## config.mk

```make
export PLATFORM = sky130hd
export DESIGN_NAME = packed_pixel_to_bgr24_unpacker_flat
export DESIGN_NICKNAME = d
export VERILOG_FILES = /design/src/rtl/ppu_pkg.sv /design/src/rtl/ppu_ifs.sv /design/src/rtl/ppu_cfg_regs.sv /design/src/rtl/ppu_unpack.sv /design/src/rtl/packed_pixel_to_bgr24_unpacker.sv /design/src/flat_wrapper.sv
export SDC_FILE = /design/constraint.sdc
export NUM_CORES = 1
export LEC_CHECK = 0
export BUFFER_PORTS_ARGS = -buffer_cell sky130_fd_sc_hd__buf_4
export CELL_PAD_IN_SITES_DETAIL_PLACEMENT = 1
export CELL_PAD_IN_SITES_GLOBAL_PLACEMENT = 1
export CORE_MARGIN = 1.5
export CORE_UTILIZATION = 48
export CTS_CLUSTER_DIAMETER = 50
export DETAILED_ROUTE_END_ITERATION = 10
export GPL_TIMING_DRIVEN = 1
export PLACE_DENSITY = 0.91
export REMOVE_ABC_BUFFERS = 1
export SLEW_MARGIN = 20
export SYNTH_ARGS = -nofsm -noshare
export SYNTH_HDL_FRONTEND = slang
export SYNTH_HIERARCHICAL = 1
export SYNTH_SLANG_ARGS = --single-unit
```

## constraint.sdc

```tcl
create_clock -name clk -period 9 [get_ports clk]
set_input_delay 1.35 -clock clk [delete_from_list [all_inputs] [get_ports clk]]
set_output_delay 1.35 -clock clk [all_outputs]
set_load 0.05 [all_outputs]
```

## src/rtl/ppu_pkg.sv

```systemverilog
// Shared types, constants and helper functions for the packed-pixel unpacker.
// Used by the channel interfaces and all rtl modules; depends on nothing.
`timescale 1ns / 1ps
`default_nettype none

package ppu_pkg;

  localparam int BYTE_W            = 8;
  localparam int DEPTH_W           = 5;
  localparam int DIM_W             = 13;
  localparam int PEND_W            = 31;
  localparam int COUNT_W           = 5;
  localparam int PIX_W             = 24;
  localparam int CHAN_W            = 8;
  localparam int CFG_IDX_W         = 4;
  localparam int CFG_DATA_W        = 13;
  localparam int MAX_DIMENSION_DEF = 4096;

  localparam logic [DEPTH_W-1:0] DEPTH_MIN = 5'd1;
  localparam logic [DEPTH_W-1:0] DEPTH_MAX = 5'd24;

  localparam logic [CFG_IDX_W-1:0] REG_PIXEL_DEPTH = 4'd0;
  localparam logic [CFG_IDX_W-1:0] REG_GRAY_MODE   = 4'd1;
  localparam logic [CFG_IDX_W-1:0] REG_ROW_PIXELS  = 4'd2;
  localparam logic [CFG_IDX_W-1:0] REG_FRAME_ROWS  = 4'd3;

  localparam logic [DEPTH_W-1:0] RST_PIXEL_DEPTH = 5'd24;
  localparam logic               RST_GRAY_MODE   = 1'b0;
  localparam logic [DIM_W-1:0]   RST_ROW_PIXELS  = 13'd640;
  localparam logic [DIM_W-1:0]   RST_FRAME_ROWS  = 13'd480;

  typedef struct packed {
    logic [DEPTH_W-1:0] depth;
    logic               gray;
    logic [DIM_W-1:0]   row_pixels;
    logic [DIM_W-1:0]   frame_rows;
  } cfg_t;

  // depth / 3 for depth 1..24: multiply by 11, drop 5 bits
  function automatic logic [3:0] third_of(input logic [DEPTH_W-1:0] d);
    logic [9:0] prod;
    prod = 10'(d) * 10'd11;
    return prod[8:5];
  endfunction

  function automatic logic [CHAN_W-1:0] chan_mask(input logic [4:0] len);
    logic [8:0] m;
    m = (9'd1 << len[3:0]) - 9'd1;
    return (len >= 5'd8) ? 8'hFF : m[7:0];
  endfunction

endpackage

`default_nettype wire

```

## src/rtl/ppu_ifs.sv

```systemverilog
// Valid/ready channel interfaces: memory byte stream, pixel stream, config writes.
// Depends on ppu_pkg.
`timescale 1ns / 1ps
`default_nettype none

interface ppu_byte_if;
  logic                        valid;
  logic                        ready;
  logic [ppu_pkg::BYTE_W-1:0]  mem_byte;
  modport source (output valid, output mem_byte, input ready);
  modport sink   (input valid, input mem_byte, output ready);
endinterface

interface ppu_pix_if;
  logic                        valid;
  logic                        ready;
  logic [ppu_pkg::CHAN_W-1:0]  blue_value;
  logic [ppu_pkg::CHAN_W-1:0]  green_value;
  logic [ppu_pkg::CHAN_W-1:0]  red_value;
  logic                        row_end;
  logic                        frame_end;
  logic                        last_of_byte;
  modport source (output valid, output blue_value, output green_value, output red_value,
                  output row_end, output frame_end, output last_of_byte, input ready);
  modport sink   (input valid, input blue_value, input green_value, input red_value,
                  input row_end, input frame_end, input last_of_byte, output ready);
endinterface

interface ppu_cfg_if;
  logic                            valid;
  logic                            ready;
  logic [ppu_pkg::CFG_IDX_W-1:0]   index;
  logic [ppu_pkg::CFG_DATA_W-1:0]  data;
  modport source (output valid, output index, output data, input ready);
  modport sink   (input valid, input index, input data, output ready);
endinterface

`default_nettype wire

```

## src/rtl/ppu_cfg_regs.sv

```systemverilog
// Configuration register file; depth clamped to its legal range on the way out.
// Depends on ppu_pkg and ppu_cfg_if.
`timescale 1ns / 1ps
`default_nettype none

module ppu_cfg_regs (
  input  wire logic      clk,
  input  wire logic      rst,
  ppu_cfg_if.sink        cfg,
  output ppu_pkg::cfg_t  regs
);

  logic [ppu_pkg::DEPTH_W-1:0] pixel_depth;
  logic                        gray_mode;
  logic [ppu_pkg::DIM_W-1:0]   row_pixels;
  logic [ppu_pkg::DIM_W-1:0]   frame_rows;

  assign cfg.ready = 1'b1;

  always_ff @(posedge clk) begin
    if (rst) begin
      pixel_depth <= ppu_pkg::RST_PIXEL_DEPTH;
      gray_mode   <= ppu_pkg::RST_GRAY_MODE;
      row_pixels  <= ppu_pkg::RST_ROW_PIXELS;
      frame_rows  <= ppu_pkg::RST_FRAME_ROWS;
    end else if (cfg.valid) begin
      case (cfg.index)
        ppu_pkg::REG_PIXEL_DEPTH: pixel_depth <= cfg.data[ppu_pkg::DEPTH_W-1:0];
        ppu_pkg::REG_GRAY_MODE:   gray_mode   <= cfg.data[0];
        ppu_pkg::REG_ROW_PIXELS:  row_pixels  <= cfg.data[ppu_pkg::DIM_W-1:0];
        ppu_pkg::REG_FRAME_ROWS:  frame_rows  <= cfg.data[ppu_pkg::DIM_W-1:0];
        default: ;
      endcase
    end
  end

  always_comb begin
    regs.gray       = gray_mode;
    regs.row_pixels = row_pixels;
    regs.frame_rows = frame_rows;
    if (pixel_depth < ppu_pkg::DEPTH_MIN) begin
      regs.depth = ppu_pkg::DEPTH_MIN;
    end else if (pixel_depth > ppu_pkg::DEPTH_MAX) begin
      regs.depth = ppu_pkg::DEPTH_MAX;
    end else begin
      regs.depth = pixel_depth;
    end
  end

endmodule

`default_nettype wire

```

## src/rtl/ppu_unpack.sv

```systemverilog
// Unpack sequencer: bit accumulator, shared depth shifter, channel split, output register.
// Depends on ppu_pkg, ppu_byte_if and ppu_pix_if.
`timescale 1ns / 1ps
`default_nettype none

module ppu_unpack #(
  parameter int MAX_DIMENSION = ppu_pkg::MAX_DIMENSION_DEF
) (
  input  wire logic     clk,
  input  wire logic     rst,
  input  ppu_pkg::cfg_t regs,
  ppu_byte_if.sink      bytes,
  ppu_pix_if.source     pixels
);

  localparam int CW = $clog2(MAX_DIMENSION);
  localparam int DW = (CW + 1 > ppu_pkg::DIM_W) ? CW + 1 : ppu_pkg::DIM_W;
  localparam logic [DW-1:0] MaxDim = DW'(MAX_DIMENSION);

  localparam logic ST_ACCEPT = 1'b0;
  localparam logic ST_UNPACK = 1'b1;

  function automatic logic [DW-1:0] clamp_dim(input logic [ppu_pkg::DIM_W-1:0] v);
    logic [DW-1:0] w;
    w = DW'(v);
    if (w == '0) return DW'(1);
    if (w > MaxDim) return MaxDim;
    return w;
  endfunction

  logic                          state;
  logic [ppu_pkg::PEND_W-1:0]    pend;
  logic [ppu_pkg::COUNT_W-1:0]   count;
  logic [CW-1:0]                 col;
  logic [CW-1:0]                 row;
  logic                          out_valid;
  logic [2:0]                    burst;

  logic [DW-1:0]                 cols_eff, rows_eff, col_inc, row_inc;
  logic                          have, slot_free, load, row_end_now, frame_end_now, last_px;
  logic [ppu_pkg::COUNT_W-1:0]   rem;
  logic [ppu_pkg::PIX_W-1:0]     pix_mask, pix;
  logic [3:0]                    lrb;
  logic [4:0]                    lg, red_pos;
  logic [ppu_pkg::CHAN_W-1:0]    blue, green, red;

  always_comb begin
    cols_eff      = clamp_dim(regs.row_pixels);
    rows_eff      = clamp_dim(regs.frame_rows);
    col_inc       = DW'(col) + DW'(1);
    row_inc       = DW'(row) + DW'(1);
    row_end_now   = col_inc >= cols_eff;
    frame_end_now = row_end_now && (row_inc >= rows_eff);

    have      = (state == ST_UNPACK) && (count >= regs.depth);
    rem       = count - regs.depth;
    last_px   = row_end_now || (rem < regs.depth) || (burst == 3'd7);
    slot_free = !out_valid || pixels.ready;
    load      = have && slot_free;

    pix_mask = ppu_pkg::PIX_W'((32'h1 << regs.depth) - 32'h1);
    pix      = pend[ppu_pkg::PIX_W-1:0] & pix_mask;
    lrb      = ppu_pkg::third_of(regs.depth);
    lg       = regs.depth - {lrb, 1'b0};
    red_pos  = {1'b0, lrb} + lg;
    if (regs.gray) begin
      blue  = pix[ppu_pkg::CHAN_W-1:0];
      green = pix[ppu_pkg::CHAN_W-1:0];
      red   = pix[ppu_pkg::CHAN_W-1:0];
    end else begin
      blue  = pix[ppu_pkg::CHAN_W-1:0] & ppu_pkg::chan_mask({1'b0, lrb});
      green = ppu_pkg::CHAN_W'(pix >> lrb) & ppu_pkg::chan_mask(lg);
      red   = ppu_pkg::CHAN_W'(pix >> red_pos) & ppu_pkg::chan_mask({1'b0, lrb});
    end
  end

  assign bytes.ready = (state == ST_ACCEPT);
  assign pixels.valid = out_valid;

  always_ff @(posedge clk) begin
    if (rst) begin
      state     <= ST_ACCEPT;
      pend      <= '0;
      count     <= '0;
      col       <= '0;
      row       <= '0;
      out_valid <= 1'b0;
      burst     <= '0;
    end else begin
      if (load) begin
        out_valid <= 1'b1;
      end else if (pixels.ready) begin
        out_valid <= 1'b0;
      end
      case (state)
        ST_ACCEPT: begin
          if (bytes.valid) begin
            pend  <= pend | (ppu_pkg::PEND_W'(bytes.mem_byte) << count);
            count <= count + 5'd8;
            burst <= '0;
            state <= ST_UNPACK;
          end
        end
        ST_UNPACK: begin
          if (!have) begin
            state <= ST_ACCEPT;
          end else if (slot_free) begin
            if (row_end_now) begin
              pend  <= '0;
              count <= '0;
              col   <= '0;
              row   <= frame_end_now ? '0 : CW'(row_inc);
            end else begin
              pend  <= pend >> regs.depth;
              count <= rem;
              col   <= CW'(col_inc);
            end
            burst <= burst + 3'd1;
            if (last_px) state <= ST_ACCEPT;
          end
        end
        default: state <= ST_ACCEPT;
      endcase
    end
  end

  always_ff @(posedge clk) begin
    if (load) begin
      pixels.blue_value   <= blue;
      pixels.green_value  <= green;
      pixels.red_value    <= red;
      pixels.row_end      <= row_end_now;
      pixels.frame_end    <= frame_end_now;
      pixels.last_of_byte <= last_px;
    end
  end

`ifndef SYNTHESIS
  a_frame_in_row: assert property (@(posedge clk) disable iff (rst)
    pixels.valid && pixels.frame_end |-> pixels.row_end)
    else $error("frame end without row end");

  a_row_clears: assert property (@(posedge clk) disable iff (rst)
    load && row_end_now |=> count == '0 && pend == '0 && state == ST_ACCEPT)
    else $error("row end did not drop padding bits");

  a_row_last: assert property (@(posedge clk) disable iff (rst)
    load && row_end_now |=> pixels.last_of_byte)
    else $error("row end pixel not flagged last of byte");

  a_accept_fill: assert property (@(posedge clk) disable iff (rst)
    bytes.valid && bytes.ready |=> state == ST_UNPACK && count >= 5'd8)
    else $error("accepted byte not merged");
`endif

endmodule

`default_nettype wire

```

## src/rtl/packed_pixel_to_bgr24_unpacker.sv

```systemverilog
// Packed-pixel to BGR24 unpacker, top level.
// Channels: bytes (sink) carries framebuffer memory bytes in address order, pixels
// (source) carries one BGR result per completed pixel with row, frame and
// last-of-byte flags, cfg (sink) writes pixel_depth, gray_mode, row_pixels and
// frame_rows by index 0..3; cfg is always ready. The user must write cfg only
// while idle; the block does not enforce it. A byte is taken in the accept state,
// then the unpack state emits each pixel it completes, or returns when it
// completes none. The single depth shifter and channel split handle one pixel a
// cycle; when the receiver stalls, the held pixel stays put and unpacking pauses.
// A result appears in the output register in the cycle after its shift step and
// the byte port stays low until the last pixel of the current byte is loaded.
// Reset (rst, synchronous) restores register defaults (depth 24, truecolor,
// 640 x 480), empties the bit accumulator and zeroes the row and column counts.
// Depends on ppu_pkg, the channel interfaces, ppu_cfg_regs and ppu_unpack.
`timescale 1ns / 1ps
`default_nettype none

module packed_pixel_to_bgr24_unpacker #(
  parameter int MAX_DIMENSION = ppu_pkg::MAX_DIMENSION_DEF
) (
  input  wire logic  clk,
  input  wire logic  rst,
  ppu_cfg_if.sink    cfg,
  ppu_byte_if.sink   bytes,
  ppu_pix_if.source  pixels
);

  ppu_pkg::cfg_t regs;

  ppu_cfg_regs u_cfg_regs (
    .clk  (clk),
    .rst  (rst),
    .cfg  (cfg),
    .regs (regs)
  );

  ppu_unpack #(
    .MAX_DIMENSION (MAX_DIMENSION)
  ) u_unpack (
    .clk    (clk),
    .rst    (rst),
    .regs   (regs),
    .bytes  (bytes),
    .pixels (pixels)
  );

endmodule

`default_nettype wire
```

## src/flat_wrapper.sv

```systemverilog
// flat-port wrapper written by rule: the top's interface ports become plain ports
module packed_pixel_to_bgr24_unpacker_flat 
#(
  parameter int MAX_DIMENSION = ppu_pkg::MAX_DIMENSION_DEF
)
  (clk, rst, cfg_valid, cfg_index, cfg_data, cfg_ready, bytes_valid, bytes_mem_byte, bytes_ready, pixels_valid, pixels_blue_value, pixels_green_value, pixels_red_value, pixels_row_end, pixels_frame_end, pixels_last_of_byte, pixels_ready);
  ppu_cfg_if cfg_i ();
  ppu_byte_if bytes_i ();
  ppu_pix_if pixels_i ();
  input  wire logic clk;
  input  wire logic rst;
  input wire logic [$bits(cfg_i.valid)-1:0] cfg_valid;
  input wire logic [$bits(cfg_i.index)-1:0] cfg_index;
  input wire logic [$bits(cfg_i.data)-1:0] cfg_data;
  output wire logic [$bits(cfg_i.ready)-1:0] cfg_ready;
  input wire logic [$bits(bytes_i.valid)-1:0] bytes_valid;
  input wire logic [$bits(bytes_i.mem_byte)-1:0] bytes_mem_byte;
  output wire logic [$bits(bytes_i.ready)-1:0] bytes_ready;
  output wire logic [$bits(pixels_i.valid)-1:0] pixels_valid;
  output wire logic [$bits(pixels_i.blue_value)-1:0] pixels_blue_value;
  output wire logic [$bits(pixels_i.green_value)-1:0] pixels_green_value;
  output wire logic [$bits(pixels_i.red_value)-1:0] pixels_red_value;
  output wire logic [$bits(pixels_i.row_end)-1:0] pixels_row_end;
  output wire logic [$bits(pixels_i.frame_end)-1:0] pixels_frame_end;
  output wire logic [$bits(pixels_i.last_of_byte)-1:0] pixels_last_of_byte;
  input wire logic [$bits(pixels_i.ready)-1:0] pixels_ready;
  assign cfg_i.valid = cfg_valid;
  assign cfg_i.index = cfg_index;
  assign cfg_i.data = cfg_data;
  assign cfg_ready = cfg_i.ready;
  assign bytes_i.valid = bytes_valid;
  assign bytes_i.mem_byte = bytes_mem_byte;
  assign bytes_ready = bytes_i.ready;
  assign pixels_valid = pixels_i.valid;
  assign pixels_blue_value = pixels_i.blue_value;
  assign pixels_green_value = pixels_i.green_value;
  assign pixels_red_value = pixels_i.red_value;
  assign pixels_row_end = pixels_i.row_end;
  assign pixels_frame_end = pixels_i.frame_end;
  assign pixels_last_of_byte = pixels_i.last_of_byte;
  assign pixels_i.ready = pixels_ready;
  packed_pixel_to_bgr24_unpacker #(.MAX_DIMENSION(MAX_DIMENSION)) u_core (.clk(clk), .rst(rst), .cfg(cfg_i), .bytes(bytes_i), .pixels(pixels_i));
endmodule
```

# Yosys cells after proc, flatten, opt, wreduce, memory -nomap -nowiden
# Index checks and enable logic that the tools add are counted.
[word_totals]
register_bits = 124
latch_bits = 0
ram_bits = 0
romBits = 0
inputBits = 30
wordCells = 120
memories = 0
[classes]
n_addsub = 10
mul = 1
n_div = 0
n_lt_le_gt_ge = 10
eq_ne = 7
n_shift = 7
muxes = 44
bitwise = 6
n_reduce_logical = 18
[ops]
columns = ["op", "n"]
rows = [
  ["31-bit two-way mux", 4],
  ["13-bit two-way mux", 8],
  ["31-bit case mux with 2 select lines", 1],
  ["8-bit two-way mux", 5],
  ["31-bit OR", 1],
  ["8-bit by 5-bit << shifter with 31-bit output", 1],
  ["31-bit by 5-bit >> shifter with 31-bit output", 1],
  ["5-bit two-way mux", 6],
  ["12-bit by 1-bit adder with 13-bit output, second input constant", 2],
  ["13-bit greater-or-equal comparator", 2],
  ["13-bit greater-than comparator, second input constant", 2],
  ["13-bit logical NOT", 2],
  ["24-bit AND", 1],
  ["8-bit AND", 3],
  ["12-bit two-way mux", 2],
  ["1-bit by 5-bit << shifter with 24-bit output, first input constant", 1],
  ["24-bit by 4-bit >> shifter with 8-bit output", 1],
  ["24-bit by 5-bit >> shifter with 8-bit output", 1],
  ["24-bit by 1-bit subtractor with 24-bit output, second input constant", 1],
  ["1-bit by 4-bit << shifter with 8-bit output, first input constant", 2],
  ["8-bit by 1-bit subtractor with 8-bit output, second input constant", 2],
  ["1-bit two-way mux", 12],
  ["5-bit case mux with 2 select lines", 1],
  ["5-bit subtractor", 2],
  ["other kinds (27)", 39],
]

# Logic depth before layout (Yosys ltp)
[logic_depth]
depth_word = 12
depth_mapped = 26

# Cells and area by module
# Netlist, hierarchy kept.
[by_module_without_submodules]
columns = ["mod", "instances", "cells_each", "area_per_inst_um2"]
rows = [
  ["ppu_unpack", 1, 1307, 10044.6],
  ["ppu_cfg_regs", 1, 141, 1405.1],
]

# Worst setup path after synthesis
# Ideal clock, no wire load.
[synth_timing]
path_type = "register -> register"
startpoint = "register u_core/u_cfg_regs/pixel_depth[1] in the netlist's numbering"
endpoint = "register u_core.u_unpack.pixels.red_value[2] (data pin)"
setup_ps = 254
arrival_ps = 6252
setup_slack_ps = 2494
path_stages_with_launch = 21
period_less_slack_ps = 6506
path_cell_list = "dfxtp_1 > o41ai_1 > ha_1 > ha_1 > ha_1 > a41o_1 > a21oi_1 > xor2_2 > inv_2 > buf_2 > buf_1 > ha_1 > clkinv_1 > xnor2_1 > ha_1 > clkbuf_1 > buf_1 > o21ai_0 > mux4_2 > a22o_1 > a21o_1"
[synth_rtl]
columns = ["item", "line", "text"]
rows = [
  ["from (decl)", "ppu_cfg_regs.sv:13", "logic [ppu_pkg::DEPTH_W-1:0] pixel_depth;"],
  ["from (signal assigned)", "ppu_cfg_regs.sv:22", "pixel_depth <= ppu_pkg::RST_PIXEL_DEPTH;"],
  ["from (signal assigned)", "ppu_cfg_regs.sv:28", "ppu_pkg::REG_PIXEL_DEPTH: pixel_depth <= cfg.data[ppu_pkg::DEPTH_W-1:0];"],
  ["to (signal assigned)", "ppu_unpack.sv:131", "pixels.red_value <= red;"],
  ["to (decl)", "ppu_ifs.sv:23", "modport source (output valid, output blue_value, output green_value, output red_value,"],
]

==> out/results.ini <==
[status]
status = complete, no violations

[power]
p_per_area_mw_per_mm2 = 141
p_leak_nw = 5.09
ir_worst_vdd_mv = 0.111

[final_layout]
fin_cells = 1776
area_growth_pct = 10.4
fill_cells = 2843
fin_util_pct = 53.8
fin_nets = 1538
drive_gt1_share_pct = 13.1
postLayoutCellArea_sq_mm = 0.0126
layout_commonest_cell = nand2_1
diodes = 0
layout_common_cells = 155 x nand2_1, 130 x nor2_1, 114 x a21oi_1

[setup_path]
crit_path_end_kind = flop
reg2reg_from = u_core/u_cfg_regs/pixel_depth[4]$_SDFFE_PP1P_
crit_chain = nand2_1 -> and2_1 -> buf_4 -> ha_1 -> ha_1 -> ha_1 -> o21a_1 -> o32a_1 -> a21oi_2 -> xnor2_2 -> inv_1 -> ha_1 -> xnor2_1 -> ha_1 -> xnor2_2 -> mux4_2 -> a222oi_1 -> a22o_1 -> a21o_1
crit_type = reg2reg
r2r_end = u_core/u_unpack/pixels.red_value[2]$_DFFE_PP_
crit_arrival_ps = 7400
cpMaxStageDelayCell = xnor2_2
cp_max_fo = 42
rrSetupSlack_ps = 1920
slowest_delay_ps = 760
critPathRequiredTime_ps = 9310
reg2regPathDepth = 19
critPathLaunchType = flop
cpMostUsedCell = ha_1

[cts]
cts_tree = done
clockRootBuffer = clkbuf_16
clkTransAtPathRegs_ps = 70
cts_max_level = 4
cts-resized-gates = 0
clkSinkCount = 124
insertion_delay_ps = 450
cts_buffers = 17
cts_buffer_depth = 2
cts_hold_buffers = 0
post-cts-setup-buffers = 0

[logic_synthesis]
async_flop_share_pct = 0
yosys_register_bits = 124
ys_top_cells_by_area = dfxtp_1 17%, mux2i_1 9.4%, edfxtp_1 7.1%
seq_area_frac_synth_pct = 24.0
synth_area_sq_mm = 0.0114
synthFlopType = dfxtp_1
synth_top_area_share_pct = 17.0
ys_types = 84
synth_edf_count = 27
synth_area_leader_cell = dfxtp_1
yosysWarnings = 6
netlist_instances = 1448
syn_avg_cell_area_sq_um = 7.91

[sta]
worst_slew_pin_slew_ps = 1210
finalCritPeriodShare_pct = 78.7
finClkSkew_ps = 22.4
final_max_slew_viol_count = 0
rsz0062_at_grt = false
fin_ws_ps = 1920
max_freq_mhz = 141
finalHoldViolations = 0
min_period_ps = 7080
setup_viol = 0
slew_headroom_pct = 18.6

[global_route]
grtUsageTotal_pct = 37.2
grt_max_degree = 80
grt_pass1_wl_um = 70600
grt_pass1_vias = 12600
antenna_found_initial = 1
grt.overflow.total = 0

[routing]
drtAntennaViolNets = 0
vias_per_cell = 6.82
first_pass_iters = 8
num_vias = 12100
drc = 0
drt-initial-drc-count = 1091
wl_um = 45800
detail_route.wl_per_cell_um = 25.8

[floorplanning]
start_util_pct = 48.8
io_pins = 60
core_area_sq_mm = 0.0235
dieArea_sq_mm = 0.0248
row_count = 56
dieHeight_um = 157
die_w_um = 157

[placed_design]
port_buffers = 58
post_dp_cell_area_sq_mm = 0.0120
dpl.hpwl_um = 31100
gp_congestion = 1.00
dpl_worst_slack_ps = 2080
placed_cells = 1744

[worst_hold_path]
hold_depth = 2
min_from = u_core/u_unpack/burst[1]$_SDFFE_PP0P_
hold_end = u_core/u_unpack/burst[1]$_SDFFE_PP0P_
hp-class = reg2reg

[job]
max_cap_viol_count = 0

-- critical path, delay by kind of cell (launching register included) --
family                     cells  cell delay [ps]
AOI/OAI and AO/OA              6             1670
buffers and inverters          2              750
and+or+nand+nor                2              290
xor gates and xnor gates       3             1650
muxes                          1              420
adders and majority gates      5             1830
DFF                            1              330
-- power breakdown --
group,switching (mW),internal [mW],total (mW)
Combinational,0.278,0.160,0.438
Clock,0.334,0.396,0.730
Sequential,0.0252,0.585,0.611
Total,0.637,1.14,1.78
-- worst max-delay path by stage --
stage                                                             start                                             to  slack (ps)  depth (start not counted)
after global routing      u_core/u_cfg_regs/pixel_depth[4]$_SDFFE_PP1P_  u_core/u_unpack/pixels.red_value[2]$_DFFE_PP_        1680                         19
after detailed placement  u_core/u_cfg_regs/pixel_depth[3]$_SDFFE_PP1P_  u_core/u_unpack/pixels.red_value[6]$_DFFE_PP_        2080                         18
final                     u_core/u_cfg_regs/pixel_depth[4]$_SDFFE_PP1P_  u_core/u_unpack/pixels.red_value[2]$_DFFE_PP_        1920                         19
after CTS                 u_core/u_cfg_regs/pixel_depth[3]$_SDFFE_PP1P_  u_core/u_unpack/pixels.red_value[6]$_DFFE_PP_        2060                         18
after floorplan           u_core/u_cfg_regs/pixel_depth[3]$_SDFFE_PP1P_  u_core/u_unpack/pixels.red_value[2]$_DFFE_PP_       -1320                         19
after global placement    u_core/u_cfg_regs/pixel_depth[3]$_SDFFE_PP1P_  u_core/u_unpack/pixels.red_value[2]$_DFFE_PP_        2250                         18
-- layer usage --
layer	track usage (%)	wire, um
met1	42.0	17200
met2	61.8	21300
met3	8.73	3860
met4	26.3	3450
met5	0	14
-- stage by stage --
stage          hold slack, ps  setup TNS (ps)  power, mW
6_report                  474               0       1.78
5_1_grt                   503               0       1.83
4_1_cts                   479               0       1.77
3_5_place_dp              469               0       1.04
3_3_place_gp              457               0       1.02
2_1_floorplan             445          -10860      0.898
-- flip-flops by register name, summed over array words and instances, names as in the netlist, 3 cells and up --
signal / cells
u_core/u_cfg_regs/frame_rows: 13
u_core/u_cfg_regs/pixel_depth: 5
u_core/u_cfg_regs/row_pixels: 13
u_core/u_unpack/burst: 3
u_core/u_unpack/col: 12
u_core/u_unpack/count: 5
u_core/u_unpack/pend: 31
u_core/u_unpack/pixels.blue_value: 8
u_core/u_unpack/pixels.green_value: 8
u_core/u_unpack/pixels.red_value: 8
u_core/u_unpack/row: 12
-- cell usage after synthesis, drive strengths merged (18+ instances only) --
cell and instances:
edfxtp 27, ha 62, a21o 18, buf 38, mux2i 107, inv 40
o21ai 91, dfxtp 97, nand3 46, nor3 34, xnor2 26, a21oi 117
mux2 32, nand2b 50, a221oi 19, nand2 155, clkbuf 67, o21a 19
and3 20, nor2 130
-- area by class of cell --
class                   instances  area (sq um)  share of cell area [%]
well taps                     319           399                    3.16
inverters                      45           169                    1.34
multi-input cells            1174          8110                    64.1
clock inverters                15           169                    1.34
repair buffers                 82           616                    4.87
clock buffers                  17           425                    3.37
flip-flops and latches        124          2750                    21.8
-- logic make-up (layout without fill, tap and decap cells) --
group | after synthesis | in the layout | share of synthesized area [%]
AND/OR/NAND/NOR | 508 | 508 | 21.1
flip-flops | 124 | 124 | 24.0
multiplexers | 154 | 154 | 15.5
adder cells (fa/ha/maj) | 64 | 64 | 7.12
XOR/XNOR | 41 | 41 | 3.69
other | 1 | 1 | 0.0328
AO/OA/AOI/OAI | 406 | 406 | 23.2
buffers and inverters | 150 | 159 | 5.27
Note: power is estimated with default switching activity, not from simulation.
